**config.mk**
```make
export PLATFORM = sky130hd
export DESIGN_NAME = fds_ctrl
export DESIGN_NICKNAME = d
export VERILOG_FILES = /design/src/hw/rtl/fds_pkg.sv /design/src/hw/rtl/fds_ctrl.sv
export SDC_FILE = /design/constraint.sdc
export NUM_CORES = 1
export LEC_CHECK = 0
export ABC_AREA = 1
export BUFFER_PORTS_ARGS = -buffer_cell sky130_fd_sc_hd__buf_2
export CORE_ASPECT_RATIO = 0.75
export CORE_MARGIN = 1
export CORE_UTILIZATION = 48
export CTS_CLUSTER_DIAMETER = 60
export CTS_CLUSTER_SIZE = 12
export DETAILED_ROUTE_END_ITERATION = 16
export GPL_ROUTABILITY_DRIVEN = 0
export PLACE_DENSITY = 0.82
export SYNTH_ARGS = -nofsm -noshare
export SYNTH_HDL_FRONTEND = slang
export SYNTH_SLANG_ARGS = --single-unit
```
**constraint.sdc**
```tcl
create_clock -name clk -period 5 [get_ports clk]
set_input_delay 0 -clock clk [delete_from_list [all_inputs] [get_ports clk]]
set_output_delay 0 -clock clk [all_outputs]
set_load 0.1 [all_outputs]
```
**src/hw/rtl/fds_pkg.sv**
```systemverilog
// Shared types and constants for the Forth data stack unit.
// Depends on nothing; fds_ctrl and the top level import it.
package fds_pkg;

	localparam int REQ_W    = 3;
	localparam int VAL_W    = 32;
	localparam int STATUS_W = 2;
	localparam int DEPTH_W  = 9;

	typedef enum logic [REQ_W-1:0] {
		OP_PUSH = 3'd0,
		OP_POP  = 3'd1,
		OP_DUP  = 3'd2,
		OP_SWAP = 3'd3,
		OP_OVER = 3'd4,
		OP_DROP = 3'd5
	} op_t;

	typedef enum logic [STATUS_W-1:0] {
		ST_OK    = 2'd0,
		ST_UNDER = 2'd1,
		ST_OVER  = 2'd2
	} status_t;

	typedef enum logic {
		S_IDLE,
		S_LOAD
	} state_t;

	// One finished result, handed from the sequencer to the output register.
	typedef struct packed {
		logic                vld;
		status_t             status;
		logic [VAL_W-1:0]    value;
		logic [DEPTH_W-1:0]  depth;
	} rsp_t;

endpackage

```
**src/hw/rtl/fds_ctrl.sv**
```systemverilog
// Request sequencer of the Forth data stack unit: holds the top entry and the
// entry count in registers and drives the entry memory. Depends on fds_pkg.
module fds_ctrl #(
	parameter int STACK_DEPTH  = 256,
	parameter int HANDLE_WIDTH = 32,
	localparam int AW = $clog2(STACK_DEPTH)
) (
	input  logic                         clk,
	input  logic                         arst_n,
	input  logic                         req_valid,
	output logic                         req_ready,
	input  logic [fds_pkg::REQ_W-1:0]    req_type,
	input  logic [fds_pkg::VAL_W-1:0]    push_value,
	input  logic                         slot_free,
	output logic                         mem_en,
	output logic                         mem_we,
	output logic [AW-1:0]                mem_addr,
	output logic [HANDLE_WIDTH-1:0]      mem_wdata,
	input  logic [HANDLE_WIDTH-1:0]      mem_rdata,
	output fds_pkg::rsp_t                res
);

	import fds_pkg::*;

	localparam int CW = $clog2(STACK_DEPTH + 1);

	state_t                  state_q, state_d;
	op_t                     op_q, op_in;
	logic [CW-1:0]           count_q, count_d;
	logic [HANDLE_WIDTH-1:0] tos_q, tos_d;
	logic [CW-1:0]           cnt_m1, cnt_m2, cnt_p1;
	logic [1:0]              need;
	logic                    grows, known, under, full, ok, fire, needs_load;

	assign op_in  = op_t'(req_type);
	assign fire   = req_valid && req_ready;
	assign cnt_m1 = count_q - CW'(1);
	assign cnt_m2 = count_q - CW'(2);
	assign cnt_p1 = count_q + CW'(1);

	// Entry requirements of each request.
	always_comb begin
		need  = 2'd0;
		grows = 1'b0;
		known = 1'b1;
		case (op_in)
			OP_PUSH: grows = 1'b1;
			OP_POP, OP_DROP: need = 2'd1;
			OP_DUP: begin
				need  = 2'd1;
				grows = 1'b1;
			end
			OP_SWAP: need = 2'd2;
			OP_OVER: begin
				need  = 2'd2;
				grows = 1'b1;
			end
			default: known = 1'b0;
		endcase
		under = known && (count_q < CW'(need));
		full  = known && grows && (count_q == CW'(STACK_DEPTH));
		ok    = known && !under && !full;
		needs_load = ok && ((op_in == OP_SWAP) || (op_in == OP_OVER) ||
			(((op_in == OP_POP) || (op_in == OP_DROP)) && (count_q >= CW'(2))));
	end

	// Next state.
	always_comb begin
		state_d = state_q;
		case (state_q)
			S_IDLE: begin
				if (fire && needs_load) begin
					state_d = S_LOAD;
				end
			end
			S_LOAD: state_d = S_IDLE;
			default: state_d = S_IDLE;
		endcase
	end

	// Outputs and datapath updates.
	always_comb begin
		req_ready  = (state_q == S_IDLE) && slot_free;
		mem_en     = 1'b0;
		mem_we     = 1'b0;
		mem_addr   = cnt_m1[AW-1:0];
		mem_wdata  = tos_q;
		count_d    = count_q;
		tos_d      = tos_q;
		res.vld    = 1'b0;
		res.status = ST_OK;
		res.value  = '0;
		res.depth  = DEPTH_W'(count_q);
		case (state_q)
			S_IDLE: begin
				if (fire) begin
					res.vld = 1'b1;
					if (under) begin
						res.status = ST_UNDER;
					end else if (full) begin
						res.status = ST_OVER;
					end else begin
						case (op_in)
							OP_PUSH: begin
								mem_en    = (count_q != '0);
								mem_we    = 1'b1;
								tos_d     = HANDLE_WIDTH'(push_value);
								count_d   = cnt_p1;
								res.depth = DEPTH_W'(cnt_p1);
							end
							OP_POP, OP_DROP: begin
								// The entry below becomes the new top in the load cycle.
								mem_en    = (count_q >= CW'(2));
								mem_addr  = cnt_m2[AW-1:0];
								count_d   = cnt_m1;
								res.value = VAL_W'(tos_q);
								res.depth = DEPTH_W'(cnt_m1);
							end
							OP_DUP: begin
								mem_en    = 1'b1;
								mem_we    = 1'b1;
								count_d   = cnt_p1;
								res.value = VAL_W'(tos_q);
								res.depth = DEPTH_W'(cnt_p1);
							end
							OP_SWAP, OP_OVER: begin
								mem_en   = 1'b1;
								mem_addr = cnt_m2[AW-1:0];
								res.vld  = 1'b0;
							end
							default: begin
							end
						endcase
					end
				end
			end
			S_LOAD: begin
				tos_d = mem_rdata;
				case (op_q)
					OP_SWAP: begin
						mem_en   = 1'b1;
						mem_we   = 1'b1;
						mem_addr = cnt_m2[AW-1:0];
						res.vld  = 1'b1;
					end
					OP_OVER: begin
						mem_en    = 1'b1;
						mem_we    = 1'b1;
						count_d   = cnt_p1;
						res.vld   = 1'b1;
						res.value = VAL_W'(mem_rdata);
						res.depth = DEPTH_W'(cnt_p1);
					end
					default: begin
					end
				endcase
			end
			default: begin
			end
		endcase
	end

	always_ff @(posedge clk or negedge arst_n) begin
		if (!arst_n) begin
			state_q <= S_IDLE;
			count_q <= '0;
		end else begin
			state_q <= state_d;
			count_q <= count_d;
		end
	end

	always_ff @(posedge clk) begin
		tos_q <= tos_d;
		if (fire) begin
			op_q <= op_in;
		end
	end

endmodule

```
==> results.cfg <==
[outcome]
status = complete, no violations

[power]
p_per_area_nw_per_um2 = 589.0
power_w = 0.003029
vdd_ir_drop_max_mv = 0.4316
cellLeakagePower_nw = 2.645

[timing]
max_freq_mhz = 305.0
fin_crit_sh_pct = 65.56
worst_slew_pin_slew_ps = 1111
slew_headroom_pct = 25.88
tns_ps = 0
hold_viol = 0
rsz0062_at_grt = no
setup_viol = 0
period_minus_slack_ps = 3278
fin_skew_ps = 8.368
slew_violations = 0

[clocking]
cts_tree = done
numClockSinks = 45
cts.repair.resized = 0
clockBufferDepth = 2
post_cts_buffers = 0
insertion_delay_ps = 310
path_clk_slew_ps = 100
cts_root_buf = clkbuf_8
cts_hold_buf = 64
htree_levels = 2
cts_buffers = 5

[logic_synthesis]
ys_types = 38
synth-main-ff-cell = edfxtp_1
synth_edf_count = 35
ys_seq_area_share_pct = 36.19
postSynthAreaPerCell_um2 = 7.206
postSynthCellCount = 499
async_reset_ff_share_pct = 22.22
synth_area_um2 = 3596
synth.net_count = 578
yosysWarnings = 0
ys_ff_latch = 45

[setup_path]
crit_path_end_kind = primary output
required_ps = 5000
timing_worst_setup_path_type = input pin to primary output
cp_max_fo = 31
cp.arrival_ps = 3280
cp-start-kind = input pin

[finish]
fin_util_pct = 73.20
layout_commonest_cell = nand2_1
nets = 783
mostFrequentLayoutCells = nand2_1, buf_2, nand3_1, dlygate4sd3_1, o21ai_0
synthToLayoutAreaGrowth_pct = 43.04
antenna_cells = 0
drive_gt1_share_pct = 29.08

[route]
wl_per_cell_um = 15.89
met1_length_mm = 4.963
vias_per_cell = 5.624
wl_met3_mm = 1.422
drtIter0Drc = 486
wl_met2_mm = 5.882
top_layer = met4
drc = 0
via_count = 4516
first_pass_iters = 5
finalWirelength_mm = 12.76
drtAntennaViolNets = 0

[global_routing]
grt_pass1_vias = 4177
antenna_found_initial = 0
grt_usage_pct = 32.25
grt_start_max_net_pins = 42
grt_pass1_wl_mm = 19.69
grt_overflow = 0

[job]
max_cap_violations = 0

[die]
die_x_um = 101.9
ioPinCount = 158
core-area_um2 = 7027
initial_core_util_pct = 51.18
die_area_um2 = 7845
dieHeight_um = 76.96
rows = 26

[placement]
dp_hpwl_mm = 8.231
numPortBuffers = 157

[worst_hold_path]
min_path_type = input pin to flop
==> where the power goes <==
part | switching (W) | internal [W] | total, W
registers | 0.000111 | 0.000477 | 0.000588
clock network | 0.000139 | 0.000201 | 0.000340
logic | 0.00166 | 0.000441 | 0.00210
total | 0.00191 | 0.00112 | 0.00303
==> final cells by class <==
cell class                 count  area [um2]
inverter                      41       158.9
sequential                    45        1301
clock inverter                 3       68.82
fill                         526        1883
multi-input combinational    387        1974
tap                           98       122.6
timing repair buffer         224        1449
clock buffer                   5       68.82
==> per-stage QoR <==
step                      setup slack, ps  cell area (um2)  cells  hold WS (ps)
after floorplan                     208.5             3596    499        -295.6
after global placement               2389             4365    731        -110.7
after detailed placement             2290             4365    731        -101.5
after CTS                            1910             5144    803         2.916
after global routing                 1574             5144    803        0.7231
final                                1722             5144    803         7.177
==> cell usage after synthesis (8+ instances only) <==
| cell | instances | area share [%] |
|---|---|---|
| nand2_1 | 186 | 19 |
| nand3_1 | 64 | 8.9 |
| o21ai_0 | 44 | 6.1 |
| inv_1 | 36 | 3.8 |
| edfxtp_1 | 35 | 29 |
| nor2_1 | 18 | 1.9 |
| clkbuf_1 | 11 | 1.1 |
| dfrtp_1 | 10 | 7.0 |
| o21ai_2 | 10 | 2.4 |
| xor2_1 | 10 | 2.4 |
| nand4_1 | 9 | 1.6 |
| ha_1 | 8 | 2.8 |
==> worst max-delay path: stages <==
cell and delay [ps]:
dlygate4sd3_1 540, buf_2 170, nor2_1 220, nand2_1 130, and2_1 210, ha_1 290
nand2_1 70, nand3_2 160, nand3_4 130, inv_2 440, nand3_1 220, o21ai_0 190
buf_2 500
==> cell families (layout without fill, tap and decap cells) <==
group,Yosys count,count (layout),share of synthesized area (%)
and+or+nand+nor,303,303,38.94
buffers and inverters,67,273,9.012
AOI/OAI and AO/OA,65,65,10.40
DFF,45,45,36.19
xor gates and xnor gates,11,11,2.679
adders and majority gates,8,8,2.784
==> per-layer routing <==
| layer | vias up | track usage, % |
|---|---|---|
| met5 | - | 0 |
| met4 | 0 | 15.29 |
| met3 | 61 | 7.566 |
| met2 | 338 | 52.30 |
| met1 | 2056 | 40.29 |
| li1 | 2061 | - |
==> final timing paths <==
check                                  startpoint                      end  slack (ps)  cells past startpoint
worst min-delay path                mem_rdata[16]  mem_wdata[16]$_DFFE_PP_           7                      3
max in group asynchronous                  arst_n        state_q$_DFF_PN0_        4670                      2
worst max register to register  state_q$_DFF_PN0_  mem_wdata[19]$_DFFE_PP_        2480                      6
worst max-delay path                  req_type[0]                  res[17]        1720                     13
worst min register to register  state_q$_DFF_PN0_        state_q$_DFF_PN0_         670                      3
min in group asynchronous                  arst_n   count_q[4]$_DFFE_PN0P_          90                      2
==> registers in the layout, indices dropped and copies added, names as in the netlist <==
| name | flops |
|---|---|
| mem_wdata | 32 |
| op_q | 3 |
| state_q | 1 |
| count_q | 9 |
(Power assumes the default switching activity.)
